<file path="config.mk">
export PLATFORM = sky130hd
export DESIGN_NAME = rwvi_sqrt_cell
export DESIGN_NICKNAME = d
export VERILOG_FILES = /design/src/sv/rwvi_pkg.sv /design/src/sv/rwvi_sqrt_cell.sv
export SDC_FILE = /design/constraint.sdc
export NUM_CORES = 1
export LEC_CHECK = 0
export BUFFER_PORTS_ARGS = -buffer_cell sky130_fd_sc_hd__buf_4
export CORE_ASPECT_RATIO = 1.25
export CORE_MARGIN = 5
export CORE_UTILIZATION = 40
export CTS_BUF_LIST = sky130_fd_sc_hd__clkbuf_4
export DETAILED_ROUTE_END_ITERATION = 8
export HOLD_SLACK_MARGIN = 0.15
export PLACE_DENSITY = 0.73
export SETUP_SLACK_MARGIN = 0.4
export SYNTH_ARGS = -nofsm -noshare
export SYNTH_HDL_FRONTEND = slang
export SYNTH_SLANG_ARGS = --single-unit
</file>
<file path="constraint.sdc">
create_clock -name clock -period 6.2 [get_ports clock]
set_clock_uncertainty 0.2 [all_clocks]
set_input_delay 0.62 -clock clock [delete_from_list [all_inputs] [get_ports clock]]
set_output_delay 0.62 -clock clock [all_outputs]
set_load 0.01 [all_outputs]
</file>
<file path="src/sv/rwvi_pkg.sv">
package rwvi_pkg;

   localparam int TABLE_DEPTH = 1024;
   localparam int ADDR_W      = $clog2(TABLE_DEPTH);
   localparam int CNT_W       = ADDR_W + 1;

   // squared distance: three 64-bit squares summed
   localparam int DIST_W  = 66;
   // one sqrt digit per cell, two roots back to back
   localparam int SQRT_STEPS = 32;
   localparam int REM_W      = 35;
   // weighted sum and weight sum, sized for a full table
   localparam int ACC_W   = 64 + CNT_W;
   localparam int WSUM_W  = 32 + CNT_W;
   localparam int DIV_CNT_W = $clog2(ACC_W + 1);

   localparam logic [1:0] CSR_ENTRIES_IN_USE = 2'd0;
   localparam logic [1:0] CSR_RADIUS         = 2'd1;
   localparam logic [1:0] CSR_RADIUS_ROOT    = 2'd2;

   localparam logic ACTION_LOAD  = 1'b0;
   localparam logic ACTION_QUERY = 1'b1;

   typedef struct packed {
      logic               action;
      logic [9:0]         entry_index;
      logic signed [31:0] pos_x;
      logic signed [31:0] pos_y;
      logic signed [31:0] pos_z;
      logic signed [31:0] entry_value;
   } req_type;

   typedef struct packed {
      logic signed [31:0] interpolated_value;
      logic               used_nearest;
   } rsp_type;

   typedef struct packed {
      logic             valid;
      logic             in_rad;
      logic [31:0]      value;
      logic [63:0]      rad;
      logic [REM_W-1:0] rem;
      logic [31:0]      root;
   } root_link_type;

endpackage

</file>
<file path="src/sv/rwvi_sqrt_cell.sv">
module rwvi_sqrt_cell (
   input  logic                   clock,
   input  logic                   reset,
   input  rwvi_pkg::root_link_type link_in,
   output rwvi_pkg::root_link_type link_out
);
   import rwvi_pkg::*;

   logic [REM_W-1:0] rem_sh;
   logic [REM_W-1:0] trial;
   logic             take;
   root_link_type    link_in_c;
   root_link_type    link_ff;

   // one root digit: bring down two radicand bits, try (root << 2) | 1
   always_comb begin
      rem_sh = {link_in.rem[REM_W-3:0], link_in.rad[63:62]};
      trial  = REM_W'({link_in.root, 2'b01});
      take   = rem_sh >= trial;
      link_in_c        = link_in;
      link_in_c.rad    = {link_in.rad[61:0], 2'b00};
      link_in_c.rem    = take ? rem_sh - trial : rem_sh;
      link_in_c.root   = {link_in.root[30:0], take};
   end

   always_ff @(posedge clock) begin
      if (reset) begin
         link_ff.valid <= 1'b0;
      end else begin
         link_ff.valid <= link_in_c.valid;
      end
   end

   always_ff @(posedge clock) begin
      link_ff.in_rad <= link_in_c.in_rad;
      link_ff.value  <= link_in_c.value;
      link_ff.rad    <= link_in_c.rad;
      link_ff.rem    <= link_in_c.rem;
      link_ff.root   <= link_in_c.root;
   end

   assign link_out = link_ff;

endmodule

</file>
Yosys cells after proc, flatten, opt, wreduce, memory -nomap -nowiden:

Cells that the tools add are included.

* add/subtract/negate cells: 1
* $lt $le $gt $ge: 1
* multiplexer cells: 1

Operator list (number)
* 35-bit by 34-bit greater-or-equal comparator with 1-bit output: 1
* 35-bit 2-to-1 mux: 1
* 35-bit by 34-bit subtractor with 35-bit output: 1

* bits in registers: 163
* output and inout port bits: 165
* logic and storage cells: 9

Longest topological paths before layout:

* depth in word-level cells: 2
* mapped depth: 12
* gate-level depth less buffers: 10

Least setup slack after synthesis:

No wires, ideal clock.

* path kind: input to register
* start point: in link_in[5] in the netlist's numbering
* end point: reg link_ff (netlist bit link_out[60])
* arrival: 2.789 ns
* data required time: 5.879 ns
* setup slack: 3.089 ns
* cell stages on the path: 11
* path buffers: 1
* path through: inv_1 -> ha_1 -> and4_1 -> nand3b_1 -> o2111a_1 -> o21a_4 -> a311oi_4 -> nor3_4 -> nor2_4 -> buf_8 -> mux2_4

RTL lines
* from (decl): line rwvi_sqrt_cell.sv:4 `input rwvi_pkg::root_link_type link_in,`
* to (decl): line rwvi_sqrt_cell.sv:13 `root_link_type link_ff;`

==> results.yml <==
worst_setup_path:
  start_kind: "input port"
  crit_arrival_ns: 4.46
  crit_path_max_fanout: 23
  end_kind: "flop"
  path_class: "input port to flop"
  critPathRequiredTime_ns: 6.46
yosys:
  synthArstFlopShare_pct: 0
  yosysTopAreaCell: "dfxtp_1"
  ys.flop_type: "dfxtp_1"
  synth.most_common_cell: "dfxtp_1"
  ys_types: 62
  synthesis.area_sq_um: 5930
  yosys_warnings: 0
  yosysTopAreaCellShare_pct: 55.0
  synth_edf_count: 0
  ys_top_cells_by_count: "dfxtp_1, inv_1, ha_1"
  synthCells: 517
  synth.top_cells.by_area: "dfxtp_1, ha_1, mux2_4, xnor2_1, inv_1"
  ys_seq_elements: 163
  ys_seq_area_share_pct: 55.0
  syn_avg_cell_area_sq_um: 11.5
grt:
  grt_pass1_wl_microns: 36400
  grt_overflow: 0
  grt_pass1_vias: 6183
  grt_usage_pct: 27.4
  grt_max_degree: 24
  antenna_found_initial: 3
route:
  drt-wirelength-per-cell_microns: 20.0
  drt_iter0_markers: 365
  drt_pass1_iterations: 5
  ant_nets: 0
  finalWirelength_microns: 24200
  avgViaCountPerCell: 4.77
  vias: 5768
  drcViolationCount: 0
power:
  p_clk_share_pct: 28.7
  seq_power_share_pct: 44.5
  comb_power_share_pct: 26.8
  peakVddDrop_v: 0.000164
  powerDensity_nw_per_um2: 251
  p_int_mw: 1.87
  sw_frac_of_total_pct: 29.1
  p_switching_uw: 766
  p_leak_nw: 5.07
floorplan:
  die_w_microns: 119
  initial_utilization_pct: 41.0
  core_area_sq_um: 14500
  die_h_microns: 146
  dieArea_sq_um: 17400
  row_count: 49
  io-pin-count: 332
clock_network:
  cts-resized-gates: 0
  cts_tree: "built"
  cts-htree-levels: 4
  cts_made_buffers: 17
  cts_setup_buffers: 0
  clock_path_buffers: 2
  ctsHoldBuffers: 162
  clock-sinks: 163
  cts_root_buf: "clkbuf_4"
  clk_pin_slew_worst_paths_ns: 0.14
timing:
  postLayoutSetupSlackWorst_ns: 2.00
  setup-violations-final: 0
  finalCritPeriodShare_pct: 67.8
  finalHoldViolCount: 0
  setup_tns_ns: 0
  slew-limit-headroom_pct: 38.0
  tightest_slew_ns: 0.928
  finalMaxSlewViolations: 0
  rsz0062_at_grt: "no"
  fin_crit_ns: 4.20
  fmax_ghz: 0.238
placed_design:
  preCtsSetupSlack_ns: 1.97
  dp.cells: 1014
  gp_congestion: 0.866
  port-buffer-count: 327
  post-dp-hpwl_microns: 16300
final_layout:
  regArea_sq_um: 3260
  fillers: 995
  final_layout_size_suffix_gt1_share_pct: 39.2
  largest_register_ffs: 163
  multi_input_area_sq_um: 2410
  fin_nets: 1218
  area_growth_pct: 77.0
  stdcell_count: 1209
  final_core_util_pct: 72.6
flow_run:
  cap_violations: 0
run_status:
  outcome: "finished, final reports clean"
hold_path:
  hp-class: "input port to flop"
  hold_end: "link_out[61]"
  worstHoldStart: "link_in[59]"
  hold_path_depth: 3
## power by group through the flow
stage | sequential (mW) | combinational [mW] | clock (mW)
6_report | 1.17 | 0.708 | 0.756
5_1_grt | 1.18 | 0.757 | 0.814
4_1_cts | 1.17 | 0.700 | 0.766
3_5_place_dp | 1.19 | 0.609 | 0
3_3_place_gp | 1.19 | 0.604 | 0
2_1_floorplan | 1.24 | 0.269 | 0
## metrics by stage
| stage | hold WS [ns] | power (mW) | cell area, sq um |
|---|---|---|---|
| floorplan | 0.448 | 1.51 | 5930 |
| global placement | 0.524 | 1.79 | 8530 |
| detailed placement | 0.526 | 1.80 | 8530 |
| CTS | 0.173 | 2.63 | 10500 |
| global route | 0.208 | 2.75 | 10500 |
| finish | 0.243 | 2.64 | 10500 |
## worst max-delay path: stages
cell and delay (ns):
dlygate4sd3_1 0.54, buf_4 0.12, inv_1 0.04, ha_1 0.40
a21oi_2 0.27, o21ai_1 0.11, a21oi_1 0.20, o21ai_0 0.17
a311oi_4 0.41, nor3_4 0.10, nor2_4 0.72, buf_4 0.39
mux2_2 0.36
## logic make-up (layout without fill, tap and decap cells)
family / count (synthesis) / after routing / share of synthesized area (%)
AOI/OAI and AO/OA: 106 / 106 / 12.8
xor gates and xnor gates: 31 / 31 / 4.58
adders and majority gates: 34 / 34 / 7.17
buffers and inverters: 55 / 566 / 4.37
DFF: 163 / 163 / 55.0
muxes: 32 / 32 / 7.53
other: 1 / 4 / 0.0632
and+or+nand+nor: 95 / 95 / 8.46
## cells in the final DEF (no fill, tap or decap), drive strengths merged, types with 3 or more instances in the layout
master,instances
a211oi,3
a21o,9
a21oi,35
and2,4
and3,5
buf,328
bufinv,4
clkbuf,17
clkinv,3
dfxtp,163
dlygate4sd3,162
ha,34
inv,51
mux2,29
mux2i,3
nand2,24
nand3,3
nand4,8
nor2,23
nor2b,5
nor3,12
o211ai,4
o21a,11
o21ai,20
o21bai,4
o31ai,3
xnor2,20
xor2,11
## layout make-up
type                       instances  area share, %
clock inverter                    14           2.06
inverter                          45           1.61
antenna                            2         0.0477
tap                              178           2.12
clock buffer                      17           1.22
multi-input combinational        300           23.0
timing repair buffer             490           38.9
sequential                       163           31.1
## per-layer routing
layer,track usage (%),part of all wire (%),routed length (microns),up-vias
li1,-,-,-,2780
met1,30.2,38,9220,2697
met2,47.0,49,11900,243
met3,10.8,8.8,2130,46
met4,11.0,3.8,913,2
met5,0,0.058,14,-
## worst max-delay path by stage
stage | startpoint | to | depth (start not counted)
2_1_floorplan | link_in[5] | link_out[60] | 11
3_3_place_gp | link_in[10] | link_out[35] | 12
3_5_place_dp | link_in[16] | link_out[37] | 12
4_1_cts | link_in[16] | link_out[37] | 13
5_1_grt | link_in[16] | link_out[35] | 13
6_report | link_in[14] | link_out[37] | 13
Note: power is estimated with default switching activity, not from simulation.
