<file path="src/sv/rwvi_pkg.sv">
package rwvi_pkg;

   localparam int TABLE_DEPTH = 1024;
   localparam int ADDR_W      = $clog2(TABLE_DEPTH);
   localparam int CNT_W       = ADDR_W + 1;

   // squared distance: three 64-bit squares summed
   localparam int DIST_W  = 66;
   // one sqrt digit per cell, two roots back to back
   localparam int SQRT_STEPS = 32;
   localparam int REM_W      = 35;
   // weighted sum and weight sum, sized for a full table
   localparam int ACC_W   = 64 + CNT_W;
   localparam int WSUM_W  = 32 + CNT_W;
   localparam int DIV_CNT_W = $clog2(ACC_W + 1);

   localparam logic [1:0] CSR_ENTRIES_IN_USE = 2'd0;
   localparam logic [1:0] CSR_RADIUS         = 2'd1;
   localparam logic [1:0] CSR_RADIUS_ROOT    = 2'd2;

   localparam logic ACTION_LOAD  = 1'b0;
   localparam logic ACTION_QUERY = 1'b1;

   typedef struct packed {
      logic               action;
      logic [9:0]         entry_index;
      logic signed [31:0] pos_x;
      logic signed [31:0] pos_y;
      logic signed [31:0] pos_z;
      logic signed [31:0] entry_value;
   } req_type;

   typedef struct packed {
      logic signed [31:0] interpolated_value;
      logic               used_nearest;
   } rsp_type;

   typedef struct packed {
      logic             valid;
      logic             in_rad;
      logic [31:0]      value;
      logic [63:0]      rad;
      logic [REM_W-1:0] rem;
      logic [31:0]      root;
   } root_link_type;

endpackage

</file>
<file path="src/sv/rwvi_divider.sv">
module rwvi_divider (
   input  logic                        clock,
   input  logic                        reset,
   input  logic                        start,
   input  logic [rwvi_pkg::ACC_W-1:0]  dividend,
   input  logic [rwvi_pkg::WSUM_W-1:0] divisor,
   output logic                        done,
   output logic [31:0]                 quotient
);
   import rwvi_pkg::*;

   logic                 busy_ff;
   logic                 done_ff;
   logic [DIV_CNT_W-1:0] cnt_ff;
   logic [WSUM_W-1:0]    rem_ff;
   logic [ACC_W-1:0]     dvd_ff;
   logic [31:0]          quot_ff;
   logic [WSUM_W:0]      rem_sh;
   logic                 qbit;
   logic [WSUM_W:0]      rem_in;

   // restoring division, one quotient bit per cycle
   always_comb begin
      rem_sh = {rem_ff, dvd_ff[ACC_W-1]};
      qbit   = rem_sh >= {1'b0, divisor};
      rem_in = qbit ? rem_sh - {1'b0, divisor} : rem_sh;
   end

   always_ff @(posedge clock) begin
      if (reset) begin
         busy_ff <= 1'b0;
         done_ff <= 1'b0;
      end else begin
         done_ff <= 1'b0;
         if (start) begin
            busy_ff <= 1'b1;
         end else if (busy_ff && cnt_ff == DIV_CNT_W'(1)) begin
            busy_ff <= 1'b0;
            done_ff <= 1'b1;
         end
      end
   end

   always_ff @(posedge clock) begin
      if (start) begin
         cnt_ff  <= DIV_CNT_W'(ACC_W);
         rem_ff  <= '0;
         dvd_ff  <= dividend;
         quot_ff <= '0;
      end else if (busy_ff) begin
         cnt_ff  <= cnt_ff - DIV_CNT_W'(1);
         rem_ff  <= rem_in[WSUM_W-1:0];
         dvd_ff  <= {dvd_ff[ACC_W-2:0], 1'b0};
         quot_ff <= {quot_ff[30:0], qbit};
      end
   end

   assign done     = done_ff;
   assign quotient = quot_ff;

endmodule

</file>
<file path="config.mk">
export PLATFORM = sky130hd
export DESIGN_NAME = rwvi_divider
export DESIGN_NICKNAME = d
export VERILOG_FILES = /design/src/sv/rwvi_pkg.sv /design/src/sv/rwvi_divider.sv
export SDC_FILE = /design/constraint.sdc
export NUM_CORES = 1
export LEC_CHECK = 0
export BUFFER_PORTS_ARGS = -buffer_cell sky130_fd_sc_hd__buf_4
export CAP_MARGIN = 10
export CELL_PAD_IN_SITES_DETAIL_PLACEMENT = 2
export CELL_PAD_IN_SITES_GLOBAL_PLACEMENT = 2
export CORE_ASPECT_RATIO = 0.9
export CORE_MARGIN = 1.5
export CORE_UTILIZATION = 31
export CTS_CLUSTER_SIZE = 30
export DETAILED_ROUTE_END_ITERATION = 12
export GPL_ROUTABILITY_DRIVEN = 0
export PLACE_DENSITY = 0.69
export SYNTH_ARGS = -nofsm -noshare
export SYNTH_HDL_FRONTEND = slang
export SYNTH_SLANG_ARGS = --single-unit
</file>
<file path="constraint.sdc">
create_clock -name clock -period 5.2 [get_ports clock]
set_input_delay 0.78 -clock clock [delete_from_list [all_inputs] [get_ports clock]]
set_output_delay 0.78 -clock clock [all_outputs]
set_load 0.02 [all_outputs]
</file>
**After elaboration in Yosys (flattened, before gate mapping)**

Cells that the tools add are included.

- Add/subtract/negate cells: 2
- $lt $le $gt $ge: 1
- Equality and inequality tests: 1
- Mux-type cells: 6
- Reductions and logical operators: 4

Operators with widths:

| cell | count |
|---|---|
| two-way mux 75 bit | 2 |
| >= comparator 44 x 43 -> 1 bit | 1 |
| two-way mux 43 bit | 1 |
| subtractor 43 bit | 1 |
| == test 7 x 1 -> 1 bit, second input constant | 1 |
| subtractor 7 x 1 -> 7 bit, second input constant | 1 |
| nonzero test 2 bit | 2 |
| two-way mux 1 bit | 3 |
| OR reduction 2 bit | 1 |
| logical AND 1 bit | 1 |

- Bits in registers: 159
- Input bits: 121
- Output and inout port bits: 33
- Word-level logic and storage cells: 20

**Logic depth before layout (Yosys ltp)**

Gate-level depths: netlist (run 1).

- Word-level depth: 4
- Gate-level depth with buffers: 14
- Depth with buffers taken out: 13

**Least setup slack after synthesis (run 1)**

Ideal clock, no wire load.

- Path kind: in2reg
- Start point: input port divisor[15] in the netlist's numbering
- End point: register rem_ff[3]
- Setup time: 0.145 ns
- Arrival: 3.441 ns
- Data required time: 5.055 ns
- Path slack: 1.614 ns
- Stages on the path: 14
- Buffers on the path: 2
- Cell sequence: inv_1 -> ha_1 -> buf_6 -> a21oi_4 -> o21ai_1 -> a211oi_2 -> o31ai_1 -> a211oi_4 -> a21oi_1 -> o41a_1 -> a31oi_4 -> buf_8 -> mux2i_1 -> a211oi_1

- Longest elaborated chain between the ends: 2

RTL lines:

| what | line | RTL |
|---|---|---|
| start, declared | rwvi_divider.sv:6 | `input logic [rwvi_pkg::WSUM_W-1:0] divisor,` |
| >= comparator 44 x 43 -> 1 bit | rwvi_divider.sv:25 | `qbit = rem_sh >= {1'b0, divisor};` |
| two-way mux 43 bit | rwvi_divider.sv:26 | `rem_in = qbit ? rem_sh - {1'b0, divisor} : rem_sh;` |
| end signal, assigned | rwvi_divider.sv:52 | `rem_ff <= rem_in[WSUM_W-1:0];` |
| end, declared | rwvi_divider.sv:15 | `logic [WSUM_W-1:0] rem_ff;` |

Every way passes these cells.
A chain may end at the register's enable or synchronous reset.

**Final worst setup path (run 1)**

- Start point: input port divisor[11] in the netlist's numbering
- End point: register rem_ff[25]

- Longest elaborated chain between the ends: 2
- Elaborated cells between the ends (all ways): 3
- Classes of those cells: 1 x add/sub; 1 x order compare; 1 x mux

RTL lines:

| what | line |
|---|---|
| subtractor 43 bit / >= comparator 44 x 43 -> 1 bit (equally long branches) | rwvi_divider.sv:26, rwvi_divider.sv:25 |
| two-way mux 43 bit * | rwvi_divider.sv:26 |

Mark *: on every way between the ends. The rest lies on a longest branch, timed or not.

==> impl_results.html, run 1 <==
<table>
<tr><th>Metric</th><th>Value</th></tr>
<tr><th colspan="2">Run status</th></tr>
<tr><td>Result of the run</td><td>completed</td></tr>
<tr><th colspan="2">Finish</th></tr>
<tr><td>P&amp;R area growth vs syn</td><td>22.2%</td></tr>
<tr><td>Final #Nets</td><td>1177</td></tr>
<tr><td>Number of filler instances in the final layout</td><td>3117</td></tr>
<tr><td>Area of combinational cells with multiple inputs</td><td>4660 µm²</td></tr>
<tr><td>Fraction of final layout cells sized beyond drive strength 1</td><td>26.9%</td></tr>
<tr><td>Register area</td><td>about 3900 µm²</td></tr>
<tr><td>Most common cell after layout, fill and taps aside</td><td>buf_4</td></tr>
<tr><td>Commonest cells after routing, fill and taps aside</td><td>buf_4, nor2_1, dfxtp_1, edfxtp_1, mux2_2</td></tr>
<tr><td>Layout Cell Area excl Fill</td><td>11000 µm²</td></tr>
<tr><th colspan="2">Yosys</th></tr>
<tr><td>Synth async-reset ratio</td><td>0%</td></tr>
<tr><td>Post-Synthesis Net Count</td><td>1044</td></tr>
<tr><td>Yosys Warn Count</td><td>0</td></tr>
<tr><td>Cell count after synthesis</td><td>877</td></tr>
<tr><td>Unique cell type count in the Yosys netlist</td><td>60</td></tr>
<tr><td>Fraction of the yosys area taken by sequential cells</td><td>43.6%</td></tr>
<tr><td>Count of flip-flops with a built-in enable after synthesis</td><td>75</td></tr>
<tr><td>Avg Inst Size Synth</td><td>around 10 µm²</td></tr>
<tr><td>Netlist Area Pre-Place</td><td>9030 µm²</td></tr>
<tr><td>Post-synthesis register bit count</td><td>159</td></tr>
<tr><td>Most used DFF post-synth</td><td>dfxtp_1</td></tr>
<tr><th colspan="2">Timing</th></tr>
<tr><td>Portion of the clock cycle consumed by the worst path in the final layout</td><td>73.7%</td></tr>
<tr><td>Measured slew at the worst slew-check pin</td><td>0.977 ns</td></tr>
<tr><td>Setup repair after global routing missed its margin</td><td>no</td></tr>
<tr><td>Setup violation total in the final timing report</td><td>0</td></tr>
<tr><td>Worst max-slew margin expressed relative to the limit</td><td>34.8%</td></tr>
<tr><td>Setup_tns</td><td>0 ns</td></tr>
<tr><td>Largest clock skew in the final design</td><td>0.0243 ns</td></tr>
<tr><td>Final Critical Period</td><td>~3.8 ns</td></tr>
<tr><td>Upper clock frequency limit</td><td>261 MHz</td></tr>
<tr><td>Hold Fails Final Rpt</td><td>0</td></tr>
<tr><td>Final-report max-slew violation count</td><td>0</td></tr>
<tr><td>Post-route setup slack</td><td>1.37 ns</td></tr>
<tr><th colspan="2">Clock tree</th></tr>
<tr><td>Number of hold-repair buffers added at the cts stage</td><td>0</td></tr>
<tr><td>Post-CTS setup buffer count</td><td>0</td></tr>
<tr><td>Cell at the root of the clock tree</td><td>clkbuf_16</td></tr>
<tr><td>Clk_lat worst skew</td><td>about 0.44 ns</td></tr>
<tr><td>Number of sinks on the clock net</td><td>159</td></tr>
<tr><td>Max clock buf depth</td><td>2</td></tr>
<tr><td>Number of CTS-inserted buffers</td><td>17</td></tr>
<tr><td>Quantity of gates resized following cts</td><td>0</td></tr>
<tr><td>Maximum level of the CTS H-tree</td><td>4</td></tr>
<tr><td>Clock transition at the registers of the reported paths</td><td>roughly 0.07 ns</td></tr>
<tr><td>CTS tree</td><td>done</td></tr>
<tr><th colspan="2">Floorplanning</th></tr>
<tr><td>Total die area</td><td>30200 µm²</td></tr>
<tr><td>Std-Cell Core Area</td><td>28800 µm²</td></tr>
<tr><td>Width of the die</td><td>183 µm</td></tr>
<tr><td>Number of I/O pins</td><td>154</td></tr>
<tr><td>Site Rows</td><td>59</td></tr>
<tr><td>Starting utilization of the core area</td><td>a little under a third</td></tr>
<tr><td>Vertical extent of the die</td><td>165 µm</td></tr>
<tr><th colspan="2">Global route</th></tr>
<tr><td>Aggregate global-route resource usage</td><td>roughly 17%</td></tr>
<tr><td>Number of antenna violations at the first check in global routing</td><td>1</td></tr>
<tr><td>Via count of the first global-routing pass</td><td>7470</td></tr>
<tr><td>Global-route wire length before repair</td><td>40300 µm</td></tr>
<tr><td>Maximum number of pins on one net before global-route repair</td><td>77</td></tr>
<tr><td>Total congestion overflow after global routing</td><td>0</td></tr>
<tr><th colspan="2">Setup path</th></tr>
<tr><td>CP Cell Sequence</td><td>buf_4 &gt; inv_1 &gt; ha_1 &gt; and3_1 &gt; a31oi_1 &gt; a21oi_1 &gt; a211oi_4 &gt; a21oi_1 &gt; o41a_1 &gt; a31oi_4 &gt; buf_4 &gt; mux2i_1 &gt; a211oi_1</td></tr>
<tr><td>Startpoint Class</td><td>input port</td></tr>
<tr><td>Worst setup path class</td><td>input port to flop</td></tr>
<tr><td>Cell type group with the largest total delay on the critical path</td><td>compound AO/OA/AOI/OAI gates</td></tr>
<tr><td>Largest fanout on the critical path</td><td>23</td></tr>
<tr><td>Worst Path Required</td><td>5.55 ns</td></tr>
<tr><td>Critical Path Sink Type</td><td>flop</td></tr>
<tr><td>Slowest cell delay on critical path</td><td>0.51 ns</td></tr>
<tr><td>Worst path buffer plus inverter count</td><td>3</td></tr>
<tr><td>Critical-path cell with the highest stage delay</td><td>o41a_1</td></tr>
<tr><td>Arr. time, crit path</td><td>between 4 and 5 ns</td></tr>
<tr><th colspan="2">Drt</th></tr>
<tr><td>Number of remaining DRC errors</td><td>0</td></tr>
<tr><td>First DRT Iteration DRCs</td><td>237</td></tr>
<tr><td>Number of detailed-route iterations in the first pass</td><td>4</td></tr>
<tr><td>Detailed-route vias per instance</td><td>5.01</td></tr>
<tr><td>Residual antenna-violating net count after detailed routing</td><td>0</td></tr>
<tr><td>Wire per inst</td><td>18.2 µm</td></tr>
<tr><td>Total via count after detailed routing</td><td>6958</td></tr>
<tr><td>Wirelength, routed</td><td>25300 µm</td></tr>
<tr><th colspan="2">Placement</th></tr>
<tr><td>Placed cell area</td><td>10500 µm²</td></tr>
<tr><td>Setup slack at placement</td><td>just over 0.9 ns</td></tr>
<tr><td>Quantity of I/O buffers inserted on ports</td><td>153</td></tr>
<tr><td>HPWL after detailed placement</td><td>~18000 µm</td></tr>
<tr><th colspan="2">Power and ir drop</th></tr>
<tr><td>Total Power Consumption</td><td>3.34 mW</td></tr>
<tr><td>Relative contribution of combinational cells to total power</td><td>19.2%</td></tr>
<tr><td>Switching part of the total</td><td>around 29%</td></tr>
<tr><td>Max VDD drop</td><td>0.224 mV</td></tr>
<tr><td>Part of the power in the clock network</td><td>36.9%</td></tr>
<tr><td>Total internal power</td><td>2.38 mW</td></tr>
<tr><td>Leak Pwr</td><td>about 4.9 nW</td></tr>
<tr><td>Power Density</td><td>303 nW/µm²</td></tr>
<tr><td>Switch Pwr</td><td>0.957 mW</td></tr>
<tr><td>Proportion of power drawn by flip-flops and latches</td><td>a little over two fifths</td></tr>
<tr><th colspan="2">Run</th></tr>
<tr><td>Max cap viols</td><td>0</td></tr>
<tr><th colspan="2">Hold path</th></tr>
<tr><td>Hold/Removal Path Class</td><td>flop to flop</td></tr>
</table>
-- power by group through the flow --
stage / Combinational (mW) / Clock, mW / Sequential, mW
final: 0.642 / 1.23 / 1.47
after global routing: 0.715 / 1.31 / 1.48
after CTS: 0.652 / 1.27 / 1.47
after detailed placement: 0.646 / 0 / 1.49
after global placement: 0.631 / 0 / 1.49
after floorplan: 0.468 / 0 / 1.47
-- kinds of logic (layout without fill, tap and decap cells) --
family | count (synthesis) | count (layout) | share of synthesized area (%)
AOI/OAI and AO/OA | 195 | 195 | 14.9
xor gates and xnor gates | 46 | 46 | 4.46
adders and majority gates | 46 | 46 | 6.46
buffers and inverters | 100 | 246 | 4.77
DFF | 159 | 159 | 43.6
muxes | 140 | 140 | 16.5
other | 0 | 1 | 0
and+or+nand+nor | 191 | 191 | 9.31
-- layout make-up --
| cell class | count | area share [%] |
|---|---|---|
| clock buffer | 17 | 3.86 |
| tap | 366 | 4.15 |
| clock inverter | 15 | 1.23 |
| timing repair buffer | 161 | 11.0 |
| antenna | 1 | 0.0227 |
| multi-input combinational | 618 | 42.3 |
| inverter | 53 | 1.80 |
| sequential | 159 | 35.7 |
-- worst min-delay path, cell delays in order, from the launching register on --
cell and delay [ns]:
dfxtp_1 0.33, nand2_1 0.06, o21ai_1 0.05
-- registers in the layout, summed over array words and instances, names as in the netlist --
register / flops
dvd_ff: 75
quotient: 32
rem_ff: 43
busy_ff: 1
done: 1
cnt_ff: 7
-- per-layer routing --
metal  vias up  share of wire, %  global-route usage [%]
met3        13               5.0                    5.01
met1      3399                47                    22.0
li1       3438                 -                       -
met2       108                47                    28.3
met5         -                 0                       0
met4         0               1.1                    4.14
-- stage by stage --
stage | hold slack [ns] | utilization, % | std cells
after floorplan | 0.442 | - | 877
after global placement | 0.462 | 36.4 | 1357
after detailed placement | 0.474 | 36.4 | 1357
after CTS | 0.484 | 38.3 | 1389
after global routing | 0.486 | 38.3 | 1389
final | 0.478 | 38.3 | 1390
-- Yosys cell counts (4+ instances only) --
master	instances	share of area (%)
nor2b_1	4	0.28
nor2_1	94	3.9
o21ai_0	20	1.1
nand2_1	43	1.8
nand3_1	8	0.44
buf_1	6	0.25
o21bai_1	9	0.75
xnor2_1	31	3.0
a32oi_1	5	0.49
inv_1	53	2.2
and2_1	4	0.28
nor3_1	9	0.50
nand4_1	8	0.55
a21o_1	29	2.4
o31ai_1	9	0.75
a21oi_1	51	2.8
o21ai_1	5	0.28
clkbuf_1	33	1.4
dfxtp_1	84	19
nand2b_1	8	0.55
a211oi_1	36	3.0
mux2_2	74	9.2
edfxtp_1	75	25
xor2_1	15	1.5
ha_1	45	6.2
mux2i_1	66	7.3
-- path summary, 6_finish.rpt --
kind,slack (ns),end,start,depth (start not counted)
hold / removal,0.48,rem_ff[30],rem_ff[30],2
hold reg to reg,0.48,rem_ff[30],rem_ff[30],2
setup / recovery,1.37,rem_ff[25],divisor[11],13
setup reg to reg,1.48,rem_ff[25],dvd_ff[74],14
(Power assumes the default switching activity.)
==> run 2: changes to the inputs <==
- PLACE_DENSITY: 0.69 -> 0.71
- clock period: 5.2 -> 3.3 ns (I/O delays scaled with it)
==> run 2 against run 1 <==
Effect of this change: first-iteration DRC count grew 12%; register-to-register slack lost 1.4 ns; largest power group unchanged; critical path depth grew 2; via count grew 6.0%; combinational power grew 88%.
==> impl_results.html, run 2 (synthesis gave the netlist of run 1 again) <==
<table>
<tr><th>Metric</th><th>Value</th></tr>
<tr><th colspan="2">Timing</th></tr>
<tr><td>Worst max-slew margin expressed relative to the limit</td><td>30.6% (-4.3 points)</td></tr>
<tr><td>Post-route setup slack</td><td>0.0548 ns (-1.31 ns)</td></tr>
<tr><td>Final Critical Period</td><td>about 3.2 ns</td></tr>
<tr><td>Setup_tns</td><td>0 ns (unchanged)</td></tr>
<tr><td>Setup violation total in the final timing report</td><td>0 (unchanged)</td></tr>
<tr><td>Measured slew at the worst slew-check pin</td><td>1.04 ns (+0.0601 ns)</td></tr>
<tr><td>Setup repair after global routing missed its margin</td><td>yes</td></tr>
<tr><td>Largest clock skew in the final design</td><td>0.0114 ns (-0.0129 ns)</td></tr>
<tr><td>Hold Fails Final Rpt</td><td>0 (unchanged)</td></tr>
<tr><td>Portion of the clock cycle consumed by the worst path in the final layout</td><td>about 100%</td></tr>
<tr><td>Final-report max-slew violation count</td><td>0 (unchanged)</td></tr>
<tr><td>Upper clock frequency limit</td><td>308 MHz</td></tr>
<tr><th colspan="2">Global route</th></tr>
<tr><td>Total congestion overflow after global routing</td><td>0 (unchanged)</td></tr>
<tr><td>Aggregate global-route resource usage</td><td>18.3% (+1.2 points)</td></tr>
<tr><td>Maximum number of pins on one net before global-route repair</td><td>115 (+49%)</td></tr>
<tr><td>Global-route wire length before repair</td><td>42700 µm (+6.0%)</td></tr>
<tr><td>Via count of the first global-routing pass</td><td>7972 (+6.7%)</td></tr>
<tr><td>Number of antenna violations at the first check in global routing</td><td>0 (-1)</td></tr>
<tr><th colspan="2">Finish</th></tr>
<tr><td>Max FFs per register</td><td>75 (unchanged)</td></tr>
<tr><td>Final #Nets</td><td>1258 (+6.9%)</td></tr>
<tr><td>Final instance count without filler cells</td><td>1470 (+5.8%)</td></tr>
<tr><td>Fraction of final layout cells sized beyond drive strength 1</td><td>33.8% (+6.9 points)</td></tr>
<tr><td>Commonest cells after routing, fill and taps aside</td><td>buf_4, nor2_1, dfxtp_1, edfxtp_1, mux2_2</td></tr>
<tr><td>P&amp;R area growth vs syn</td><td>31.3%</td></tr>
<tr><td>Most common cell after layout, fill and taps aside</td><td>buf_4</td></tr>
<tr><td>Inserted Diodes</td><td>0 (-1)</td></tr>
<tr><td>Most flops, register</td><td>dvd_ff</td></tr>
<tr><th colspan="2">Run</th></tr>
<tr><td>Max cap viols</td><td>0 (unchanged)</td></tr>
<tr><th colspan="2">Clock tree</th></tr>
<tr><td>Maximum level of the CTS H-tree</td><td>4 (unchanged)</td></tr>
<tr><td>CTS tree</td><td>done</td></tr>
<tr><td>Clock transition at the registers of the reported paths</td><td>0.07 ns (about the same)</td></tr>
<tr><td>Clk_lat worst skew</td><td>0.44 ns (about the same)</td></tr>
<tr><td>Cell at the root of the clock tree</td><td>clkbuf_16</td></tr>
<tr><td>Max clock buf depth</td><td>2 (unchanged)</td></tr>
<tr><td>Number of hold-repair buffers added at the cts stage</td><td>0 (unchanged)</td></tr>
<tr><td>Number of sinks on the clock net</td><td>159 (unchanged)</td></tr>
<tr><td>Number of CTS-inserted buffers</td><td>17 (unchanged)</td></tr>
<tr><th colspan="2">Drt</th></tr>
<tr><td>Number of remaining DRC errors</td><td>0 (unchanged)</td></tr>
<tr><td>Wire per inst</td><td>18.3 µm (+0.61%)</td></tr>
<tr><td>Number of detailed-route iterations in the first pass</td><td>4 (unchanged)</td></tr>
<tr><td>Wirelength, routed</td><td>26900 µm (+6.4%)</td></tr>
<tr><td>Detailed-route vias per instance</td><td>5.02 (+0.22%)</td></tr>
<tr><td>Total via count after detailed routing</td><td>7375 (+6.0%)</td></tr>
<tr><td>Residual antenna-violating net count after detailed routing</td><td>0 (unchanged)</td></tr>
<tr><td>First DRT Iteration DRCs</td><td>265 (+12%)</td></tr>
<tr><th colspan="2">Power and ir drop</th></tr>
<tr><td>Power Density</td><td>466 nW/µm² (+54%)</td></tr>
<tr><td>Total Power Consumption</td><td>5.52 mW (+65%)</td></tr>
<tr><td>Max VDD drop</td><td>0.224 mV (-0.12%)</td></tr>
<tr><td>Leak Pwr</td><td>5.34 nW (+9.3%)</td></tr>
<tr><th colspan="2">Floorplanning</th></tr>
<tr><td>Site Rows</td><td>59 (unchanged)</td></tr>
<tr><td>Vertical extent of the die</td><td>165 µm (unchanged)</td></tr>
<tr><td>Number of I/O pins</td><td>154 (unchanged)</td></tr>
<tr><td>Total die area</td><td>30200 µm² (unchanged)</td></tr>
<tr><td>Width of the die</td><td>183 µm (unchanged)</td></tr>
<tr><td>Starting utilization of the core area</td><td>31.4% (unchanged)</td></tr>
<tr><td>Std-Cell Core Area</td><td>28800 µm² (unchanged)</td></tr>
<tr><th colspan="2">Placement</th></tr>
<tr><td>Count of placed standard cells including taps</td><td>1427 (+5.2%)</td></tr>
<tr><td>HPWL after detailed placement</td><td>19400 µm (+5.1%)</td></tr>
<tr><td>Quantity of I/O buffers inserted on ports</td><td>153 (unchanged)</td></tr>
<tr><td>Setup slack at placement</td><td>-0.374 ns (-1.30 ns)</td></tr>
<tr><th colspan="2">Setup path</th></tr>
<tr><td>Largest fanout on the critical path</td><td>8 (-65%)</td></tr>
<tr><td>Startpoint Class</td><td>flop</td></tr>
<tr><td>Critical Path Sink Type</td><td>flop</td></tr>
<tr><td>Worst Path Required</td><td>3.65 ns (-1.90 ns)</td></tr>
<tr><td>Worst setup path class</td><td>flop to flop</td></tr>
<tr><td>Arr. time, crit path</td><td>3.59 ns (-0.59 ns)</td></tr>
<tr><th colspan="2">Run status</th></tr>
<tr><td>Result of the run</td><td>completed</td></tr>
<tr><th colspan="2">Hold path</th></tr>
<tr><td>Hold/Removal Path Class</td><td>input port to flop</td></tr>
</table>
[run 2: cell types whose count changed in the layout (fill, tap and decap cells not counted), sizes merged]
cell	previous run	this run
buf	161	241
clkbuf	17	19
clkinvlp	3	1
diode	1	0
inv	58	59
[run 2: final cells by class]
| class | count | area, µm² |
|---|---|---|
| fillers | 3142 | 16900 |
| clock inverters | 14 | 153 |
| inverters | 53 | 199 |
| repair buffers | 242 | 1940 |
| clock buffers | 18 | 429 |
| multi-input cells | 618 | 4740 |
| flip-flops and latches | 159 | 3940 |
| well taps | 366 | 458 |
[run 2: per-layer routing]
metal | routed length (µm) | GRT usage, % | vias up
met4 | 375 | 5.22 | 0
li1 | - | - | 3597
met3 | 1360 | 5.14 | 22
met5 | 0 | 0 | -
met2 | 13200 | 31.6 | 126
met1 | 12000 | 22.2 | 3630
[run 2: worst max-delay path, cell delays in order, from the launching register on]
cell       delay [ns]
edfxtp_1         0.41
inv_2            0.07
ha_4             0.16
fa_2             0.37
nor2b_4          0.14
o2111ai_2        0.12
a21o_1           0.22
a21oi_2          0.18
a211oi_4         0.07
a21oi_2          0.15
o41a_1           0.22
a31oi_4          0.12
buf_12           0.18
clkbuf_16        0.16
or3_1            0.34
a311oi_1         0.25
[run 2: worst paths after layout]
| kind | slack (ns) | start | cells after the start | endpoint |
|---|---|---|---|---|
| worst max-delay path | 0.05 | dvd_ff[74] | 15 | rem_ff[2] |
| worst min-delay path | 0.25 | reset | 2 | busy_ff |
| worst max register to register | 0.05 | dvd_ff[74] | 15 | rem_ff[2] |
| worst min register to register | 0.49 | rem_ff[42] | 2 | rem_ff[42] |
[run 2: through the flow]
| step | util (%) | cell area, µm² | hold slack (ns) |
|---|---|---|---|
| floorplan | - | 9030 | 0.442 |
| global placement | 38.4 | 11100 | 0.455 |
| detailed placement | 38.4 | 11100 | 0.480 |
| CTS | 40.9 | 11800 | 0.232 |
| global route | 41.2 | 11900 | 0.238 |
| finish | 41.2 | 11900 | 0.249 |
[run 2: timing repair]
action,4_1_cts,5_1_grt
endpoints found under the setup margin,42,39
gates resized for setup,11,8
buffers inserted,7,2
pin swaps,6,10
cloned,1,1
[run 2: power breakdown]
part | internal (mW) | switching [mW]
sequential | 2.23 | 0.0714
combinational | 0.612 | 0.598
clock | 1.07 | 0.933
total | 3.91 | 1.60
==> run 3: changes to the inputs <==
- SETUP_SLACK_MARGIN: default -> 0.1
==> run 3 against run 2 <==
Effect of this change: final cell count barely moved; utilization up 0.40 points; largest cell class unchanged; sequential cell count unchanged.
==> impl_results.html, run 3 (synthesis gave the netlist of run 1 again) <==
<table>
<tr><th>Metric</th><th>Value</th></tr>
<tr><th colspan="2">Timing</th></tr>
<tr><td>Final Critical Period</td><td>3.21 ns (-0.0381 ns)</td></tr>
<tr><td>Final-report max-slew violation count</td><td>0 (unchanged)</td></tr>
<tr><td>Worst Hold Slack</td><td>0.210 ns (-0.0390 ns)</td></tr>
<tr><td>Setup violation total in the final timing report</td><td>0 (unchanged)</td></tr>
<tr><td>Setup repair after global routing missed its margin</td><td>yes</td></tr>
<tr><td>Portion of the clock cycle consumed by the worst path in the final layout</td><td>97.2% (-1.2 points)</td></tr>
<tr><td>Post-route setup slack</td><td>0.0929 ns (+0.0381 ns)</td></tr>
<tr><td>Worst max-slew margin expressed relative to the limit</td><td>18.8% (-12 points)</td></tr>
<tr><td>Hold Fails Final Rpt</td><td>0 (unchanged)</td></tr>
<tr><td>Upper clock frequency limit</td><td>312 MHz (+1.2%)</td></tr>
<tr><td>Measured slew at the worst slew-check pin</td><td>1.21 ns (+0.176 ns)</td></tr>
<tr><td>Largest clock skew in the final design</td><td>0.0145 ns (+0.00317 ns)</td></tr>
<tr><td>Setup_tns</td><td>0 ns (unchanged)</td></tr>
<tr><th colspan="2">Power and ir drop</th></tr>
<tr><td>Leak Pwr</td><td>5.34 nW (about the same)</td></tr>
<tr><td>Power Density</td><td>466 nW/µm² (+0.15%)</td></tr>
<tr><td>Total Power Consumption</td><td>5.58 mW (+1.1%)</td></tr>
<tr><td>Total internal power</td><td>3.87 mW (-1.1%)</td></tr>
<tr><td>Switch Pwr</td><td>1.71 mW (+6.5%)</td></tr>
<tr><td>Part of the power in the clock network</td><td>36.2% (about the same)</td></tr>
<tr><td>Switching part of the total</td><td>30.6% (+1.5 points)</td></tr>
<tr><td>Proportion of power drawn by flip-flops and latches</td><td>41.5% (-0.2 points)</td></tr>
<tr><td>Max VDD drop</td><td>0.358 mV (+60%)</td></tr>
<tr><td>Relative contribution of combinational cells to total power</td><td>22.4% (+0.5 points)</td></tr>
<tr><th colspan="2">Drt</th></tr>
<tr><td>Number of remaining DRC errors</td><td>0 (unchanged)</td></tr>
<tr><td>Wirelength, routed</td><td>28000 µm (+3.7%)</td></tr>
<tr><td>Number of detailed-route iterations in the first pass</td><td>4 (unchanged)</td></tr>
<tr><td>Detailed-route vias per instance</td><td>5.04 (+0.38%)</td></tr>
<tr><td>Residual antenna-violating net count after detailed routing</td><td>0 (unchanged)</td></tr>
<tr><td>Wire per inst</td><td>19.0 µm (+3.8%)</td></tr>
<tr><td>Total via count after detailed routing</td><td>7398 (+0.31%)</td></tr>
<tr><td>First DRT Iteration DRCs</td><td>283 (+6.8%)</td></tr>
<tr><th colspan="2">Floorplanning</th></tr>
<tr><td>Width of the die</td><td>183 µm (unchanged)</td></tr>
<tr><td>Vertical extent of the die</td><td>165 µm (unchanged)</td></tr>
<tr><td>Std-Cell Core Area</td><td>28800 µm² (unchanged)</td></tr>
<tr><td>Total die area</td><td>30200 µm² (unchanged)</td></tr>
<tr><td>Number of I/O pins</td><td>154 (unchanged)</td></tr>
<tr><td>Starting utilization of the core area</td><td>31.4% (unchanged)</td></tr>
<tr><td>Site Rows</td><td>59 (unchanged)</td></tr>
<tr><th colspan="2">Global route</th></tr>
<tr><td>Via count of the first global-routing pass</td><td>8130 (+2.0%)</td></tr>
<tr><td>Maximum number of pins on one net before global-route repair</td><td>94 (-18%)</td></tr>
<tr><td>Number of antenna violations at the first check in global routing</td><td>0 (unchanged)</td></tr>
<tr><td>Total congestion overflow after global routing</td><td>0 (unchanged)</td></tr>
<tr><td>Global-route wire length before repair</td><td>43200 µm (+1.2%)</td></tr>
<tr><td>Aggregate global-route resource usage</td><td>18.5% (+0.28 points)</td></tr>
<tr><th colspan="2">Finish</th></tr>
<tr><td>Register area</td><td>3940 µm² (unchanged)</td></tr>
<tr><td>P&amp;R area growth vs syn</td><td>32.6%</td></tr>
<tr><td>Most flops, register</td><td>dvd_ff</td></tr>
<tr><td>Area of combinational cells with multiple inputs</td><td>4820 µm² (+1.8%)</td></tr>
<tr><td>Most common cell after layout, fill and taps aside</td><td>buf_4</td></tr>
<tr><td>Final core utilization</td><td>41.6% (+0.40 points)</td></tr>
<tr><td>Fraction of final layout cells sized beyond drive strength 1</td><td>34.6% (+0.85 points)</td></tr>
<tr><td>Number of filler instances in the final layout</td><td>3060 (-2.6%)</td></tr>
<tr><td>Commonest cells after routing, fill and taps aside</td><td>buf_4, nor2_1, dfxtp_1, edfxtp_1, mux2_2</td></tr>
<tr><td>Final #Nets</td><td>1257 (-0.079%)</td></tr>
<tr><td>Layout Cell Area excl Fill</td><td>12000 µm² (+0.98%)</td></tr>
<tr><td>Inserted Diodes</td><td>0 (unchanged)</td></tr>
<tr><td>Max FFs per register</td><td>75 (unchanged)</td></tr>
<tr><td>Final instance count without filler cells</td><td>1469 (-0.068%)</td></tr>
<tr><th colspan="2">Hold path</th></tr>
<tr><td>Hold/Removal Path Class</td><td>input port to flop</td></tr>
<tr><td>Startpoint of the tightest hold check path</td><td>reset</td></tr>
<tr><th colspan="2">Clock tree</th></tr>
<tr><td>CTS tree</td><td>done</td></tr>
<tr><td>Clk_lat worst skew</td><td>0.45 ns (about the same)</td></tr>
<tr><td>Number of sinks on the clock net</td><td>159 (unchanged)</td></tr>
<tr><td>Maximum level of the CTS H-tree</td><td>4 (unchanged)</td></tr>
<tr><td>Max clock buf depth</td><td>2 (unchanged)</td></tr>
<tr><td>Cell at the root of the clock tree</td><td>clkbuf_16</td></tr>
<tr><td>Clock transition at the registers of the reported paths</td><td>0.08 ns (about the same)</td></tr>
<tr><td>Number of CTS-inserted buffers</td><td>17 (unchanged)</td></tr>
<tr><td>Number of hold-repair buffers added at the cts stage</td><td>0 (unchanged)</td></tr>
<tr><th colspan="2">Setup path</th></tr>
<tr><td>Startpoint of the lowest-slack register-to-register path</td><td>dvd_ff[74]</td></tr>
<tr><td>Worst setup path class</td><td>flop to flop</td></tr>
<tr><td>Startpoint Class</td><td>flop</td></tr>
<tr><td>Arr. time, crit path</td><td>3.53 ns (-0.06 ns)</td></tr>
<tr><td>Worst Path Required</td><td>3.62 ns (-0.03 ns)</td></tr>
<tr><td>Critical Path Sink Type</td><td>flop</td></tr>
<tr><td>Largest fanout on the critical path</td><td>6 (-2)</td></tr>
<tr><td>Worst setup startpoint</td><td>dvd_ff[74]</td></tr>
<tr><th colspan="2">Placement</th></tr>
<tr><td>HPWL after detailed placement</td><td>19500 µm (+0.49%)</td></tr>
<tr><td>Quantity of I/O buffers inserted on ports</td><td>153 (unchanged)</td></tr>
<tr><td>Setup slack at placement</td><td>-0.276 ns (+0.0988 ns)</td></tr>
<tr><td>Placed cell area</td><td>11000 µm² (-0.91%)</td></tr>
<tr><td>Count of placed standard cells including taps</td><td>1417 (-0.70%)</td></tr>
<tr><th colspan="2">Run</th></tr>
<tr><td>Max cap viols</td><td>0 (unchanged)</td></tr>
<tr><th colspan="2">Run status</th></tr>
<tr><td>Result of the run</td><td>completed</td></tr>
</table>
## run 3: cell count changes in the layout (fill, tap and decap cells not counted), moves of 2 or more
cell,change
clkinv_8,+2
buf_6,+6
buf_4,-9
o31ai_1,-2
clkinvlp_4,+3
mux2i_1,-2
clkinv_4,-2
buf_8,+3
a32oi_1,-2
clkinv_2,-2
## run 3: area by class of cell
class / count / area share (%)
clock buffers: 17 / 3.55
well taps: 366 / 3.83
flip-flops and latches: 159 / 32.9
inverters: 53 / 1.66
repair buffers: 241 / 16.4
clock inverters: 15 / 1.35
multi-input cells: 618 / 40.3
## run 3: critical path: stages (launching register included)
cell,delay (ns)
edfxtp_1,0.43
inv_1,0.09
ha_2,0.18
fa_2,0.23
nor2b_4,0.05
o2111ai_2,0.17
a21o_1,0.21
a21oi_2,0.08
a211oi_4,0.23
a21oi_2,0.11
o41a_1,0.38
a31oi_4,0.23
buf_4,0.16
buf_6,0.10
buf_16,0.13
mux2i_1,0.19
a211oi_1,0.09
## run 3: power by group through the flow
stage | Clock, mW | Sequential [mW] | Combinational [mW]
after detailed placement | 0 | 2.35 | 1.13
after global placement | 0 | 2.35 | 1.10
final | 2.02 | 2.31 | 1.25
after global routing | 2.14 | 2.33 | 1.36
after CTS | 2.07 | 2.31 | 1.20
after floorplan | 0 | 2.32 | 0.737
## run 3: what timing repair did
item | 4_1_cts | 5_1_grt
pin swaps | 7 | 17
gates cloned | 3 | 1
resized for setup | 14 | 31
setup buffers | 9 | 8
endpoints found under the setup margin | 43 | 43
## run 3: metal layers
layer / track usage [%] / routed length (µm) / share of wire, % / up-vias
met5: 0 / 0 / 0 / -
met4: 6.04 / 510 / 1.8 / 0
met3: 5.05 / 1420 / 5.1 / 33
met2: 33.0 / 14100 / 51 / 132
met1: 21.7 / 11900 / 43 / 3636
li1: - / - / - / 3597
## run 3: path summary, 6_finish.rpt
check	depth (start not counted)	slack [ns]	end
worst min-delay path	2	0.21	busy_ff
worst max register to register	16	0.09	rem_ff[33]
worst max-delay path	16	0.09	rem_ff[33]
worst min register to register	2	0.48	rem_ff[30]
